--- src/hdl/gsc_pkg.sv ---
package gsc_pkg;

    localparam int unsigned TAG_W   = 16;
    localparam int unsigned COUNT_W = 16;
    localparam int unsigned TIME_W  = 32;
    localparam int unsigned GRACE_W = 8;

    localparam logic [GRACE_W-1:0] GRACE_RESET = 8'd4;
    localparam logic [GRACE_W-1:0] GRACE_MIN   = 8'd1;
    localparam logic [GRACE_W-1:0] GRACE_MAX   = 8'd60;
    localparam logic [TIME_W-1:0]  RENOTIFY_SECS = 32'd1;

    typedef enum logic [1:0] {
        KIND_SHUTDOWN = 2'd0,
        KIND_CANCEL   = 2'd1,
        KIND_UNKNOWN  = 2'd2,
        KIND_TICK     = 2'd3
    } t_kind;

    typedef enum logic [1:0] {
        CODE_SUCCESS   = 2'd0,
        CODE_IGNORED   = 2'd1,
        CODE_ABORTED   = 2'd2,
        CODE_NOT_FOUND = 2'd3
    } t_code;

    typedef struct packed {
        logic               reply_valid;
        logic [TAG_W-1:0]   reply_tag;
        logic [1:0]         reply_code;
        logic               count_valid;
        logic [COUNT_W-1:0] straggler_count;
        logic               send_break;
        logic               go_down;
        logic               forced_flag;
        logic               request_pending;
        logic               openers_blocked;
        logic               last;
    } t_result;

    typedef struct packed {
        logic    push0;
        logic    push1;
        t_result res0;
        t_result res1;
    } t_push;

    // wrapping signed compare: now is at or after t
    function automatic logic time_passed(input logic [TIME_W-1:0] now,
                                         input logic [TIME_W-1:0] t);
        logic [TIME_W-1:0] diff;
        diff = now - t;
        return ~diff[TIME_W-1];
    endfunction

    function automatic logic [TIME_W-1:0] clamp_grace(input logic [GRACE_W-1:0] raw);
        logic [GRACE_W-1:0] g;
        g = raw;
        if (g < GRACE_MIN) g = GRACE_MIN;
        if (g > GRACE_MAX) g = GRACE_MAX;
        return {{(TIME_W-GRACE_W){1'b0}}, g};
    endfunction

endpackage

--- src/hdl/gsc_item_if.sv ---
interface gsc_item_if;
    import gsc_pkg::*;

    logic               valid;
    logic               ready;
    logic [1:0]         kind;
    logic [TAG_W-1:0]   request_tag;
    logic [TAG_W-1:0]   target_tag;
    logic               want_count;
    logic [COUNT_W-1:0] open_count;
    logic [TIME_W-1:0]  now_seconds;

    modport source (
        output valid, kind, request_tag, target_tag, want_count, open_count, now_seconds,
        input  ready
    );

    modport sink (
        input  valid, kind, request_tag, target_tag, want_count, open_count, now_seconds,
        output ready
    );
endinterface

--- src/hdl/gsc_result_if.sv ---
interface gsc_result_if;
    import gsc_pkg::*;

    logic               valid;
    logic               ready;
    logic               reply_valid;
    logic [TAG_W-1:0]   reply_tag;
    logic [1:0]         reply_code;
    logic               count_valid;
    logic [COUNT_W-1:0] straggler_count;
    logic               send_break;
    logic               go_down;
    logic               forced_flag;
    logic               request_pending;
    logic               openers_blocked;
    logic               last;

    modport source (
        output valid, reply_valid, reply_tag, reply_code, count_valid, straggler_count,
               send_break, go_down, forced_flag, request_pending, openers_blocked, last,
        input  ready
    );

    modport sink (
        input  valid, reply_valid, reply_tag, reply_code, count_valid, straggler_count,
               send_break, go_down, forced_flag, request_pending, openers_blocked, last,
        output ready
    );
endinterface

--- src/hdl/gsc_core.sv ---
module gsc_core
    import gsc_pkg::*;
(
    input  logic               i_clk,
    input  logic               i_rst_n,
    input  logic               i_cfg_we,
    input  logic [GRACE_W-1:0] i_cfg_wdata,
    gsc_item_if.sink           i_item,
    input  logic               i_space,
    output t_push              o_push
);

    // input register
    logic               r_in_v;
    logic [1:0]         r_kind;
    logic [TAG_W-1:0]   r_rtag;
    logic [TAG_W-1:0]   r_ttag;
    logic               r_want;
    logic [COUNT_W-1:0] r_open;
    logic [TIME_W-1:0]  r_now;

    // controller state
    logic [GRACE_W-1:0] r_grace;
    logic               r_pending,  n_pending;
    logic [TAG_W-1:0]   r_ptag,     n_ptag;
    logic               r_pwant,    n_pwant;
    logic [TIME_W-1:0]  r_deadline, n_deadline;
    logic [TIME_W-1:0]  r_renotify, n_renotify;
    logic               r_forced,   n_forced;
    logic               r_hidden,   n_hidden;

    logic               proc;
    logic               two;
    logic [COUNT_W-1:0] clients;
    t_result            res0;
    t_result            res1;

    assign proc         = r_in_v & i_space;
    assign i_item.ready = ~r_in_v | i_space;
    assign clients      = (r_open == '0) ? '0 : r_open - COUNT_W'(1);

    always_comb begin
        n_pending  = r_pending;
        n_ptag     = r_ptag;
        n_pwant    = r_pwant;
        n_deadline = r_deadline;
        n_renotify = r_renotify;
        n_forced   = r_forced;
        n_hidden   = r_hidden;
        res0       = '0;
        res1       = '0;
        two        = 1'b0;

        case (t_kind'(r_kind))
            KIND_SHUTDOWN: begin
                if (r_pending) begin
                    res0.reply_valid = 1'b1;
                    res0.reply_tag   = r_rtag;
                    res0.reply_code  = CODE_IGNORED;
                end else begin
                    n_hidden        = 1'b1;
                    res0.send_break = 1'b1;
                    n_ptag          = r_rtag;
                    n_pwant         = r_want;
                    n_deadline      = r_now + clamp_grace(r_grace);
                    n_renotify      = r_now + RENOTIFY_SECS;
                    // fresh deadlines lie in the future, so only an empty client list finishes
                    n_pending       = (clients != '0);
                    if (clients == '0) begin
                        res0.reply_valid = 1'b1;
                        res0.reply_tag   = r_rtag;
                        res0.reply_code  = CODE_SUCCESS;
                        res0.go_down     = 1'b1;
                    end
                end
            end
            KIND_CANCEL: begin
                if (r_pending && r_ttag == r_ptag) begin
                    two              = 1'b1;
                    n_pending        = 1'b0;
                    n_forced         = 1'b0;
                    n_hidden         = 1'b0;
                    res0.reply_valid = 1'b1;
                    res0.reply_tag   = r_ptag;
                    res0.reply_code  = CODE_ABORTED;
                    res1.reply_valid = 1'b1;
                    res1.reply_tag   = r_rtag;
                    res1.reply_code  = CODE_SUCCESS;
                end else begin
                    res0.reply_valid = 1'b1;
                    res0.reply_tag   = r_rtag;
                    res0.reply_code  = CODE_NOT_FOUND;
                end
            end
            KIND_UNKNOWN: begin
                res0.reply_valid = 1'b1;
                res0.reply_tag   = r_rtag;
                res0.reply_code  = CODE_ABORTED;
            end
            KIND_TICK: begin
                if (r_pending) begin
                    if (clients == '0) begin
                        res0.reply_valid = 1'b1;
                        res0.reply_tag   = r_ptag;
                        res0.reply_code  = CODE_SUCCESS;
                        res0.go_down     = 1'b1;
                        n_pending        = 1'b0;
                    end else if (time_passed(r_now, r_deadline)) begin
                        res0.reply_valid = 1'b1;
                        res0.reply_tag   = r_ptag;
                        res0.reply_code  = CODE_SUCCESS;
                        res0.go_down     = 1'b1;
                        res0.count_valid = r_pwant;
                        res0.straggler_count = r_pwant ? clients : '0;
                        n_pending        = 1'b0;
                        n_forced         = 1'b1;
                    end else if (time_passed(r_now, r_renotify)) begin
                        res0.send_break  = 1'b1;
                        n_renotify       = r_now + RENOTIFY_SECS;
                    end
                end
            end
            default: begin
            end
        endcase

        res0.forced_flag     = n_forced;
        res0.request_pending = n_pending;
        res0.openers_blocked = n_hidden;
        res0.last            = ~two;
        res1.forced_flag     = n_forced;
        res1.request_pending = n_pending;
        res1.openers_blocked = n_hidden;
        res1.last            = 1'b1;
    end

    assign o_push.push0 = proc;
    assign o_push.push1 = proc & two;
    assign o_push.res0  = res0;
    assign o_push.res1  = res1;

    always_ff @(posedge i_clk) begin
        if (!i_rst_n) begin
            r_in_v     <= 1'b0;
            r_grace    <= GRACE_RESET;
            r_pending  <= 1'b0;
            r_ptag     <= '0;
            r_pwant    <= 1'b0;
            r_deadline <= '0;
            r_renotify <= '0;
            r_forced   <= 1'b0;
            r_hidden   <= 1'b0;
        end else begin
            if (i_item.ready) begin
                r_in_v <= i_item.valid;
            end
            if (i_cfg_we) begin
                r_grace <= i_cfg_wdata;
            end
            if (proc) begin
                r_pending  <= n_pending;
                r_ptag     <= n_ptag;
                r_pwant    <= n_pwant;
                r_deadline <= n_deadline;
                r_renotify <= n_renotify;
                r_forced   <= n_forced;
                r_hidden   <= n_hidden;
            end
        end
    end

    always_ff @(posedge i_clk) begin
        if (i_item.valid && i_item.ready) begin
            r_kind <= i_item.kind;
            r_rtag <= i_item.request_tag;
            r_ttag <= i_item.target_tag;
            r_want <= i_item.want_count;
            r_open <= i_item.open_count;
            r_now  <= i_item.now_seconds;
        end
    end

endmodule

--- src/hdl/gsc_outq.sv ---
module gsc_outq
    import gsc_pkg::*;
(
    input  logic        i_clk,
    input  logic        i_rst_n,
    input  t_push       i_push,
    output logic        o_space,
    gsc_result_if.source o_result
);

    t_result    r_mem [4];
    logic [1:0] r_wr_ptr;
    logic [1:0] r_rd_ptr;
    logic [2:0] r_count;
    logic [2:0] n_count;
    logic       pop;
    t_result    head;

    assign pop     = (r_count != 3'd0) & o_result.ready;
    assign o_space = (r_count <= 3'd2);
    assign n_count = r_count + {2'b0, i_push.push0} + {2'b0, i_push.push1} - {2'b0, pop};
    assign head    = r_mem[r_rd_ptr];

    assign o_result.valid           = (r_count != 3'd0);
    assign o_result.reply_valid     = head.reply_valid;
    assign o_result.reply_tag       = head.reply_tag;
    assign o_result.reply_code      = head.reply_code;
    assign o_result.count_valid     = head.count_valid;
    assign o_result.straggler_count = head.straggler_count;
    assign o_result.send_break      = head.send_break;
    assign o_result.go_down         = head.go_down;
    assign o_result.forced_flag     = head.forced_flag;
    assign o_result.request_pending = head.request_pending;
    assign o_result.openers_blocked = head.openers_blocked;
    assign o_result.last            = head.last;

    always_ff @(posedge i_clk) begin
        if (!i_rst_n) begin
            r_wr_ptr <= '0;
            r_rd_ptr <= '0;
            r_count  <= '0;
        end else begin
            r_count <= n_count;
            if (pop) begin
                r_rd_ptr <= r_rd_ptr + 2'd1;
            end
            r_wr_ptr <= r_wr_ptr + {1'b0, i_push.push0} + {1'b0, i_push.push1};
        end
    end

    always_ff @(posedge i_clk) begin
        if (i_push.push0) begin
            r_mem[r_wr_ptr] <= i_push.res0;
        end
        if (i_push.push1) begin
            r_mem[r_wr_ptr + 2'd1] <= i_push.res1;
        end
    end

endmodule

--- src/hdl/graceful_shutdown_controller.sv ---
// Graceful shutdown controller.
// i_item carries messages (shutdown request, cancel, unknown command) and
// time ticks; o_result carries one result per item, two for a cancel that
// recalls the pending request (the final one has last set). Both channels
// move an item when valid and ready are high at a rising edge.
// i_cfg_we / i_cfg_wdata write the grace period register (seconds, clamped
// to 1..60 when a request begins); write it only while the block is idle.
// An accepted item is held in the input register until the queue has room
// for two, then decided, written into the queue and offered on o_result.
// Throughput: one item per cycle while the output queue has room for two.
// Results wait in a four-entry output queue; the input register is decided
// only while the queue has room for two, so a stalled receiver backs up
// into i_item.ready after at most a few items without loss.
// Reset (synchronous, active low) clears the queue, all controller state,
// and sets the grace period to 4 seconds.
module graceful_shutdown_controller
    import gsc_pkg::*;
(
    input  logic               i_clk,
    input  logic               i_rst_n,
    input  logic               i_cfg_we,
    input  logic [GRACE_W-1:0] i_cfg_wdata,
    gsc_item_if.sink           i_item,
    gsc_result_if.source       o_result
);

    t_push push;
    logic  space;

    gsc_core u_core (
        .i_clk       (i_clk),
        .i_rst_n     (i_rst_n),
        .i_cfg_we    (i_cfg_we),
        .i_cfg_wdata (i_cfg_wdata),
        .i_item      (i_item),
        .i_space     (space),
        .o_push      (push)
    );

    gsc_outq u_outq (
        .i_clk    (i_clk),
        .i_rst_n  (i_rst_n),
        .i_push   (push),
        .o_space  (space),
        .o_result (o_result)
    );

endmodule
--- src/flat_wrapper.sv ---
// flat-port wrapper written by rule: the top's interface ports become plain ports
module graceful_shutdown_controller_flat import gsc_pkg::*;
  (i_clk, i_rst_n, i_cfg_we, i_cfg_wdata, i_item_valid, i_item_kind, i_item_request_tag, i_item_target_tag, i_item_want_count, i_item_open_count, i_item_now_seconds, i_item_ready, o_result_valid, o_result_reply_valid, o_result_reply_tag, o_result_reply_code, o_result_count_valid, o_result_straggler_count, o_result_send_break, o_result_go_down, o_result_forced_flag, o_result_request_pending, o_result_openers_blocked, o_result_last, o_result_ready);
  gsc_item_if i_item_i ();
  gsc_result_if o_result_i ();
  input  logic i_clk;
  input  logic i_rst_n;
  input  logic i_cfg_we;
  input  logic [GRACE_W-1:0] i_cfg_wdata;
  input wire logic [$bits(i_item_i.valid)-1:0] i_item_valid;
  input wire logic [$bits(i_item_i.kind)-1:0] i_item_kind;
  input wire logic [$bits(i_item_i.request_tag)-1:0] i_item_request_tag;
  input wire logic [$bits(i_item_i.target_tag)-1:0] i_item_target_tag;
  input wire logic [$bits(i_item_i.want_count)-1:0] i_item_want_count;
  input wire logic [$bits(i_item_i.open_count)-1:0] i_item_open_count;
  input wire logic [$bits(i_item_i.now_seconds)-1:0] i_item_now_seconds;
  output wire logic [$bits(i_item_i.ready)-1:0] i_item_ready;
  output wire logic [$bits(o_result_i.valid)-1:0] o_result_valid;
  output wire logic [$bits(o_result_i.reply_valid)-1:0] o_result_reply_valid;
  output wire logic [$bits(o_result_i.reply_tag)-1:0] o_result_reply_tag;
  output wire logic [$bits(o_result_i.reply_code)-1:0] o_result_reply_code;
  output wire logic [$bits(o_result_i.count_valid)-1:0] o_result_count_valid;
  output wire logic [$bits(o_result_i.straggler_count)-1:0] o_result_straggler_count;
  output wire logic [$bits(o_result_i.send_break)-1:0] o_result_send_break;
  output wire logic [$bits(o_result_i.go_down)-1:0] o_result_go_down;
  output wire logic [$bits(o_result_i.forced_flag)-1:0] o_result_forced_flag;
  output wire logic [$bits(o_result_i.request_pending)-1:0] o_result_request_pending;
  output wire logic [$bits(o_result_i.openers_blocked)-1:0] o_result_openers_blocked;
  output wire logic [$bits(o_result_i.last)-1:0] o_result_last;
  input wire logic [$bits(o_result_i.ready)-1:0] o_result_ready;
  assign i_item_i.valid = i_item_valid;
  assign i_item_i.kind = i_item_kind;
  assign i_item_i.request_tag = i_item_request_tag;
  assign i_item_i.target_tag = i_item_target_tag;
  assign i_item_i.want_count = i_item_want_count;
  assign i_item_i.open_count = i_item_open_count;
  assign i_item_i.now_seconds = i_item_now_seconds;
  assign i_item_ready = i_item_i.ready;
  assign o_result_valid = o_result_i.valid;
  assign o_result_reply_valid = o_result_i.reply_valid;
  assign o_result_reply_tag = o_result_i.reply_tag;
  assign o_result_reply_code = o_result_i.reply_code;
  assign o_result_count_valid = o_result_i.count_valid;
  assign o_result_straggler_count = o_result_i.straggler_count;
  assign o_result_send_break = o_result_i.send_break;
  assign o_result_go_down = o_result_i.go_down;
  assign o_result_forced_flag = o_result_i.forced_flag;
  assign o_result_request_pending = o_result_i.request_pending;
  assign o_result_openers_blocked = o_result_i.openers_blocked;
  assign o_result_last = o_result_i.last;
  assign o_result_i.ready = o_result_ready;
  graceful_shutdown_controller u_core (.i_clk(i_clk), .i_rst_n(i_rst_n), .i_cfg_we(i_cfg_we), .i_cfg_wdata(i_cfg_wdata), .i_item(i_item_i), .o_result(o_result_i));
endmodule
--- config.mk ---
export PLATFORM = sky130hd
export DESIGN_NAME = graceful_shutdown_controller_flat
export DESIGN_NICKNAME = d
export VERILOG_FILES = /design/src/hdl/gsc_pkg.sv /design/src/hdl/gsc_item_if.sv /design/src/hdl/gsc_result_if.sv /design/src/hdl/gsc_core.sv /design/src/hdl/gsc_outq.sv /design/src/hdl/graceful_shutdown_controller.sv /design/src/flat_wrapper.sv
export SDC_FILE = /design/constraint.sdc
export NUM_CORES = 1
export LEC_CHECK = 0
export ABC_AREA = 1
export BUFFER_PORTS_ARGS = -buffer_cell sky130_fd_sc_hd__buf_2
export CORE_ASPECT_RATIO = 1.25
export CORE_UTILIZATION = 29
export CTS_BUF_LIST = sky130_fd_sc_hd__clkbuf_4
export DETAILED_ROUTE_END_ITERATION = 8
export PLACE_DENSITY = 0.5
export SYNTH_ARGS = -nofsm -noshare
export SYNTH_HDL_FRONTEND = slang
export SYNTH_HIERARCHICAL = 1
export SYNTH_SLANG_ARGS = --single-unit
--- constraint.sdc ---
create_clock -name i_clk -period 16.1 [get_ports i_clk]
set_input_delay 0.805 -clock i_clk [delete_from_list [all_inputs] [get_ports i_clk]]
set_output_delay 0.805 -clock i_clk [all_outputs]
set_load 0.03 [all_outputs]
# Word level (Yosys, flattened, before mapping)
# Memory sizes are Yosys's and may differ from the RTL's. A register that Yosys moved wholly into a read port is not among the register bits.
# Cells that the tools add are included.
# totals
ff_bits	183
latch_bits	0
mem_bits_rw	168
mem_bits_ro	0
in_bits	96
output_inout_bits	44
wordCells	114
memories	1
# op_classes
add_sub_neg	12
multipliers	0
div	0
n_lt_le_gt_ge	3
eq_ne	9
shift	0
muxes	54
bitwise_logic	7
reduce_logical	10
# mem_list
memory	words	word_bits	rd	rd_clocked_by_memory_dff	wr	line_no	text
u_core.u_outq.r_mem	4	42	1	1	2	gsc_outq.sv:11	t_result r_mem [4];
# op_table
operator	n
$mux W32	5
$mux W19	5
$pmux W19 S4	1
$pmux W32 S2	1
$sub A32 B32 Y32	2
$mux W8	6
$mux W38	1
$mux W18	2
$mux W36	1
$add A32 B1 Y32 const B	1
$add A32 B8 Y32	1
$logic_not A16 Y1	2
$mux W16	2
$mux W1	22
$mux W17	1
$eq A16 B16 Y1	1
$reduce_bool A16 Y1	1
$sub A16 B1 Y16 const B	1
$ne A2 B2 Y1 const B	5
$gt A8 B6 Y1 const B	1
$lt A8 B1 Y1 const B	1
$reduce_and A7 Y1	1
$add A3 B1 Y3	2
$mux W2	3
17 further kinds	26

# Depth between registers and ports, before layout
# Gate-level depths: netlist (run 1).
# depth
depth_word	9
ltp_mapped	24
mapped_depth_nobuf	23

# Cells and area by module
# Netlist (run 1), hierarchy kept.
# by_module_without_submodules
mod	instances	cells_per_inst	area_per_inst_um2	seq_area_each_um2
gsc_core	1	1470	11199.5	4354.2
gsc_outq	1	880	8670.8	5225.0

# Worst setup path before layout (run 1)
# Ideal clock, no wire load.
# synth_timing
path_type	input port to flip-flop
start	input i_item_valid
end	register u_core.u_core.r_kind[0] (enable)
setup_ps	552
t_arrival_ps	4861
required_time_ps	15548
slack_ps	10687
cell_stages	2
path_buffers	0
cell_sequence	inv_1 > a21oi_1
# synth_between
elab_chain_len	1
# synth_lines
element	line_no	text
from (decl)	flat_wrapper.sv:10	input wire logic [$bits(i_item_i.valid)-1:0] i_item_valid;
$logic_and A1 B1 Y1	gsc_core.sv:173	if (i_item.valid && i_item.ready) begin
to (signal assigned)	gsc_core.sv:174	r_kind <= i_item.kind;
to (decl)	gsc_core.sv:15	logic [1:0] r_kind;
# Every way passes these cells.
# A chain may end at the register's enable or synchronous reset.

==> results of run 1 <==
## layer usage
layer	track usage, %	up-vias	part of all wire, %
met5	0	-	0
met4	6.62	0	2.9
met3	2.72	109	5.1
met2	28.1	422	50
met1	18.5	7433	42
li1	-	8125	-
## final cells by class
type,instances,area (µm²),share of cell area [%]
Antenna cell,4,10.0,0.0448
Clock buffer,136,1020,4.57
Clock inverter,36,244,1.09
Inverter,260,976,4.37
Multi-Input combinational cell,1624,8600,38.5
Sequential cell,353,9580,42.9
Tap cell,864,1080,4.84
Timing Repair Buffer,156,823,3.69
## report_power, final
group | internal (mW) | total, mW | switching (mW) | leakage, nW
combinational | 0.223 | 0.756 | 0.533 | 4.99
sequential | 1.08 | 1.14 | 0.0647 | 3.11
clock | 0.452 | 0.834 | 0.382 | 0.742
## final timing paths
| path | from | to | slack (ns) | cells after the start |
|---|---|---|---|---|
| setup / recovery | u_core/u_core/r_ptag[15] | u_core/u_outq/r_mem[2][18] | 11.90 | 11 |
| hold / removal | i_item_request_tag[6] | u_core/u_core/r_rtag[6] | 0.17 | 1 |
| setup reg to reg | u_core/u_core/r_ptag[15] | u_core/u_outq/r_mem[2][18] | 11.90 | 11 |
| hold reg to reg | u_core/u_core/r_want | u_core/u_core/r_pwant | 0.47 | 2 |
## stage by stage
stage	hold slack [ns]	cell area, µm²	setup WS, ns	util (%)
6_report	0.169	22300	11.90	33.1
5_1_grt	0.0856	22300	11.50	33.1
4_1_cts	0.0385	22300	11.78	33.1
3_5_place_dp	0.468	21100	11.79	31.3
3_3_place_gp	0.464	21100	11.97	31.3
2_1_floorplan	0.447	20000	10.69	-
## critical path, delay by kind of cell (launching register included)
kind,cells,cell delay [ns]
simple gates,7,2.00
buf+inv,2,0.96
flops,1,0.38
compound gates,1,0.29
xor+xnor,1,0.14
## placed cells by master, fill, tap and decap left out, types with 3 or more instances in the layout
master,count
nand3_2,12
buf_2,139
o21a_1,3
fa_1,4
o21bai_1,3
nand2_1,497
inv_2,3
inv_1,257
bufinv_16,4
edfxtp_1,251
xor2_1,38
o31ai_4,3
clkbuf_4,136
nor2_2,9
a21oi_1,124
dfxtp_1,101
nand4_1,18
or2_2,6
nand2_2,24
o21ai_0,242
nor2_4,10
nand3_1,78
buf_4,17
o211ai_1,4
clkinv_1,29
nor4_1,3
clkinv_2,3
conb_1,24
o21ai_1,64
o21ai_2,17
a21o_1,6
xnor2_1,31
ha_1,78
diode_2,4
o22ai_1,42
nor2_1,247
nand2_4,4
nor3_1,17
## sequential cells by signal, indices dropped and copies added, names as in the netlist, 3 cells and up, named ones only
register and flops:
u_core/u_core/r_deadline 32, u_core/u_core/r_grace 8, u_core/u_core/r_now 32, u_core/u_core/r_open 16, u_core/u_core/r_ptag 16, u_core/u_core/r_renotify 32
u_core/u_core/r_rtag 16, u_core/u_core/r_ttag 16, u_core/u_outq/r_count 3, u_core/u_outq/r_mem 168
## cell families after synthesis
group                      Yosys count  share of synthesized area [%]
and+or+nand+nor                    929                           20.0
AOI/OAI and AO/OA                  520                           14.1
buffers and inverters              395                           9.32
DFF                                353                           48.2
adders and majority gates           82                           5.31
xor gates and xnor gates            69                           3.04
other                                2                         0.0378
==> metrics.yaml, run 1 <==
setup_path:
  max_stage_delay_ns: 0.75
  required_ns: 16.53
  start_kind: "flip-flop"
  critPathSlowestCell: "nor2_1"
  worstPathArrival_ns: 4.62
  cp_max_fo: 85
  cpMostUsedCell: "nor2_1"
  cp-end-kind: "flip-flop"
  worstSetupPathType: "reg -> reg"
  cp_cell_sequence: "xnor2_1 > nand4_1 > nor2_1 > nand2_1 > nor2_1 > nand2_1 > nor2_1 > nand3_2 > buf_4 > o31ai_4 > buf_4"
run:
  maxCapViolCount: 0
synthesis:
  synth_top_area_share_pct: 37.9
  yosys_warnings: 6
  synth_edf_count: 251
  yosysSeqAreaShare_pct: 48.2
  synth_cell_types: 49
  synthArstFlopShare_pct: 0
  yosysTopAreaCell: "edfxtp_1"
  synthTopCellsByCount: "nand2_1 (498), inv_1 (257), edfxtp_1 (251), nor2_1 (248), o21ai_0 (242)"
  synth_seq_cells: 353
  syn-instance-count: 2350
  synth_area_mm2: 0.0199
  synth_area_leaders: "edfxtp_1 (38%), dfxtp_1 (10%), nand2_1 (9.4%)"
  syn_area_per_cell_um2: 8.46
  synthFlopType: "edfxtp_1"
  yosysMostFrequentCell: "nand2_1"
route:
  drtIter0Drc: 980
  first_pass_iters: 6
  routed_via_density: 4.69
  routed_wl_mm: 54.5
  wl_per_cell_um: 15.9
  ant_nets: 0
  drc: 0
  vias: 16100
clock_network:
  clk_pin_slew_ns: 0.07
  cts_resized: 0
  htreeDepth: 3
  clock_latency_ns: 0.83
  clk_path_buf_depth: 3
  cts_root_buf: "clkbuf_4"
  cts_tree: "yes"
  cts_setup_buffers: 0
  cts_made_buffers: 92
  cts.sinks: 353
  hold_buffers: 0
sta:
  setup_violations: 0
  hold_violations: 0
  finalMaxSlewViolations: 0
  tightest_slew_ns: 1.02
  setup_tns_ns: 0
  fmax_mhz: 238
  finalCriticalPeriod_ns: 4.20
  period_share_pct: 26.1
  finClkSkew_ns: 0.0689
  rsz0062_at_grt: "no"
  slew-limit-headroom_pct: 31.5
floorplan:
  die_y_um: 295
  initial_core_util_pct: 29.5
  ios: 140
  rows: 106
  die_area_mm2: 0.0696
  fp.coreArea_mm2: 0.0674
  fp.dieW_um: 236
finish:
  fillers: 7057
  final_cells: 3433
  finalNetCount: 2665
  drive_gt1_share_pct: 15.4
  area_delta_synth_final_pct: 12.4
worst_hold_path:
  hold_path_class: "in -> reg"
pwr:
  peakVddDrop_mv: 0.0375
  cellPowerDensity_mw_per_mm2: 122
  power_mw: 2.73
  p_leak_nw: 8.84
placement:
  port_buffers: 139
  post-dp-hpwl_mm: 37.5
  placed_cells: 3257
  gp_congestion: 0.889
global_routing:
  grt_max_degree: 86
  grt_pass1_vias: 15900
  antenna_found_initial: 3
  grt_first_pass_wirelength_mm: 85.5
  grt_overflow_total: 0
  grt_usage_pct: 15.7
run_status:
  run_status: "complete, no violations"
Note: power is estimated with default switching activity, not from simulation.
==> inputs of run 2 (changes only) <==
ABC_AREA = 0   (was 1)
PLACE_DENSITY = 0.52   (was 0.5)
clock period = 3.5 ns   (was 16.1 ns; I/O delays follow)
==> run 2 against run 1 <==
  * Routed wire length fell by 3.2%
  * Synthesized cell count down 31%
  * Register-to-register slack got worse by 12 ns
  * Via count fell by 14%
  * Setup slack got worse by 12 ns
  * Total power rose to 4.4 times the previous value
  * Count of clock-buffer cells in the layout rose by 11
  * Clock skew shrank 0.012 ns
  * First-iteration DRC count shrank 32%
  * Maximum frequency rose by 24%
  * Clock power increased to 4.6 times the previous value
==> metrics.yaml, run 2 <==
finish:
  drive_gt1_share_pct: 29.9
  final_cell_mix: "edfxtp_1 (251), nand2_1 (174), dlygate4sd3_1 (167), mux2_2 (167), clkbuf_4 (147)"
  multiInputGateArea_mm2: 0.00878
  largest_reg_flops: 168
  seq_area_mm2: 0.00958
  fillers: 6341
  largest-register: "u_core/u_outq/r_mem"
  layout_commonest_cell: "edfxtp_1"
  area_delta_synth_final_pct: 27.1
  finalNetCount: 2191
placement:
  port_buffers: 139
  gp_congestion: 0.836
  post-dp-hpwl_mm: 34.7
sta:
  hold_violations: 0
  finClkSkew_ns: 0.0569
  fin_hold_ws_ns: 0.104
  setup_violations: 0
  slew-limit-headroom_pct: 34.8
  rsz0062_at_grt: "no"
  setup_tns_ns: 0
  period_share_pct: 96.4
  finalMaxSlewViolations: 0
  finalCriticalPeriod_ns: 3.37
  tightest_slew_ns: 0.978
  fmax_mhz: 297
clock_network:
  cts_tree: "yes"
  cts_root_buf: "clkbuf_4"
  clk_pin_slew_ns: 0.07
  htreeDepth: 3
  clk_path_buf_depth: 3
  clock_latency_ns: 0.84
  cts.sinks: 353
  cts_made_buffers: 97
route:
  ant_nets: 0
  drc: 0
  routed_via_density: 4.73
  first_pass_iters: 7
  routed_wl_mm: 52.7
  vias: 13900
  wl_per_cell_um: 17.9
  drtIter0Drc: 666
setup_path:
  required_ns: 4.07
  worstPathArrival_ns: 3.94
  cp_max_fo: 8
  crit_start: "u_core/u_core/r_open[0]"
  crit_cells: 11
  r2r.worst_path.cells: 11
  r2r_start: "u_core/u_core/r_open[0]"
  cpLargestDelayFamily: "simple AND/OR/NAND/NOR gates"
  max_stage_delay_ns: 0.44
  cp-end-kind: "flip-flop"
  critPathSlowestCell: "edfxtp_1"
  cp_cell_sequence: "inv_1 > ha_1 > or3b_1 > or3_1 > o2111a_1 > and3_1 > o21a_4 > a2bb2oi_2 > a22oi_1 > nand2_1 > mux2_2"
  crit_end: "u_core/u_outq/r_mem[1][27]"
  r2r_slack_ns: 0.13
  cp.buffers_inverters: 1
  worstSetupPathType: "reg -> reg"
  worstReg2RegEnd: "u_core/u_outq/r_mem[1][27]"
  start_kind: "flip-flop"
synthesis:
  synth_area_mm2: 0.0190
  synth_edf_count: 251
  synth_area_leaders: "edfxtp_1 (40%), dfxtp_1 (11%), mux2_2 (9.8%)"
  synth_cell_types: 73
  yosysTopAreaCell: "edfxtp_1"
  yosys_warnings: 6
  syn_area_per_cell_um2: 11.8
  yosysMostFrequentCell: "edfxtp_1"
  synthTopCellsByCount: "edfxtp_1 (251), nand2_1 (174), mux2_2 (166), dfxtp_1 (102), a21oi_1 (87)"
  synth_top_area_share_pct: 39.6
  synthArstFlopShare_pct: 0
  syn-instance-count: 1615
  synth_seq_cells: 353
  synthFlopType: "edfxtp_1"
  yosysSeqAreaShare_pct: 50.3
floorplan:
  fp.dieW_um: 231
  die_area_mm2: 0.0667
  initial_core_util_pct: 29.4
  ios: 140
  die_y_um: 289
  fp.coreArea_mm2: 0.0647
  rows: 104
global_routing:
  grt_first_pass_wirelength_mm: 80.3
  antenna_found_initial: 3
  grt_overflow_total: 0
  grt_max_degree: 92
  grt_usage_pct: 15.7
  grt_pass1_vias: 14500
run_status:
  run_status: "complete, no violations"
run:
  maxCapViolCount: 0
pwr:
  cellPowerDensity_mw_per_mm2: 496
  peakVddDrop_mv: 0.217
  p_leak_nw: 9.25
worst_hold_path:
  hold_path_class: "in -> reg"
  holdPathStages: 2
## run 2: cell count changes after synthesis, sizes merged, moves of 65 or more
cell   before  now
nand3      91   26
nor2      267   70
mux2        0  170
inv       259   85
o21ai     323   37
nand2     525  174
## run 2: cell type report
cell class                      count  share of cell area (%)
Sequential cell                   353                    39.6
Multi-Input combinational cell   1086                    36.3
Timing Repair Buffer              388                    13.1
Clock buffer                      147                    4.56
Tap cell                          848                    4.38
Inverter                           87                    1.35
Clock inverter                     28                   0.672
Antenna cell                        1                  0.0103
## run 2: report_power, final
group	leakage, nW	switching, mW	internal [mW]
logic	5.30	1.74	1.30
registers	3.20	0.234	4.87
clock network	0.752	1.80	2.05
## run 2: how the worst min path moves through the flow
stage               slack [ns]                        to                    from
floorplan                 0.27   u_core/u_core/r_kind[0]          i_item_kind[0]
global placement          0.35  u_core/u_core/r_rtag[12]  i_item_request_tag[12]
detailed placement        0.35   u_core/u_core/r_open[8]    i_item_open_count[8]
CTS                     0.0006   u_core/u_core/r_ttag[8]    i_item_target_tag[8]
global route              0.05   u_core/u_core/r_now[24]  i_item_now_seconds[24]
finish                    0.10   u_core/u_core/r_now[24]  i_item_now_seconds[24]
## run 2: kinds of logic (layout without fill, tap and decap cells)
logic type	after synthesis	after routing	share of synthesized area, %
compound gates	210	211	6.96
xor+xnor	84	84	3.86
fa+ha+maj	82	82	5.55
buf+inv	199	650	4.86
flops	353	353	50.3
mux	256	256	17.3
other cells	2	25	0.0394
simple gates	429	429	11.1
## run 2: layer usage
layer / up-vias / routed length (µm) / track usage, %
li1: 6711 / - / -
met1: 6744 / 21500 / 17.9
met2: 336 / 27100 / 28.5
met3: 102 / 2520 / 2.88
met4: 0 / 1590 / 7.12
met5: - / 0 / 0
## run 2: timing repair
action | in CTS | in global routing
hold endpoints to repair | 141 | 0
pin swaps | 0 | 3
resized for setup | 4 | 17
hold buffers | 167 | 0
buffers inserted | 0 | 1
setup endpoints to repair | 77 | 132
gates cloned | 0 | 3
## run 2: through the flow
stage	total power, mW	instances	area, µm²	utilization, %	setup slack, ns
2_1_floorplan	7.15	1637	19100	-	-0.617
3_3_place_gp	8.06	2591	21100	32.6	-0.0182
3_5_place_dp	8.10	2591	21100	32.6	-0.0932
4_1_cts	12.2	2933	24100	37.2	0.0231
5_1_grt	12.7	2938	24200	37.4	0.00166
6_report	12.0	2938	24200	37.4	0.128
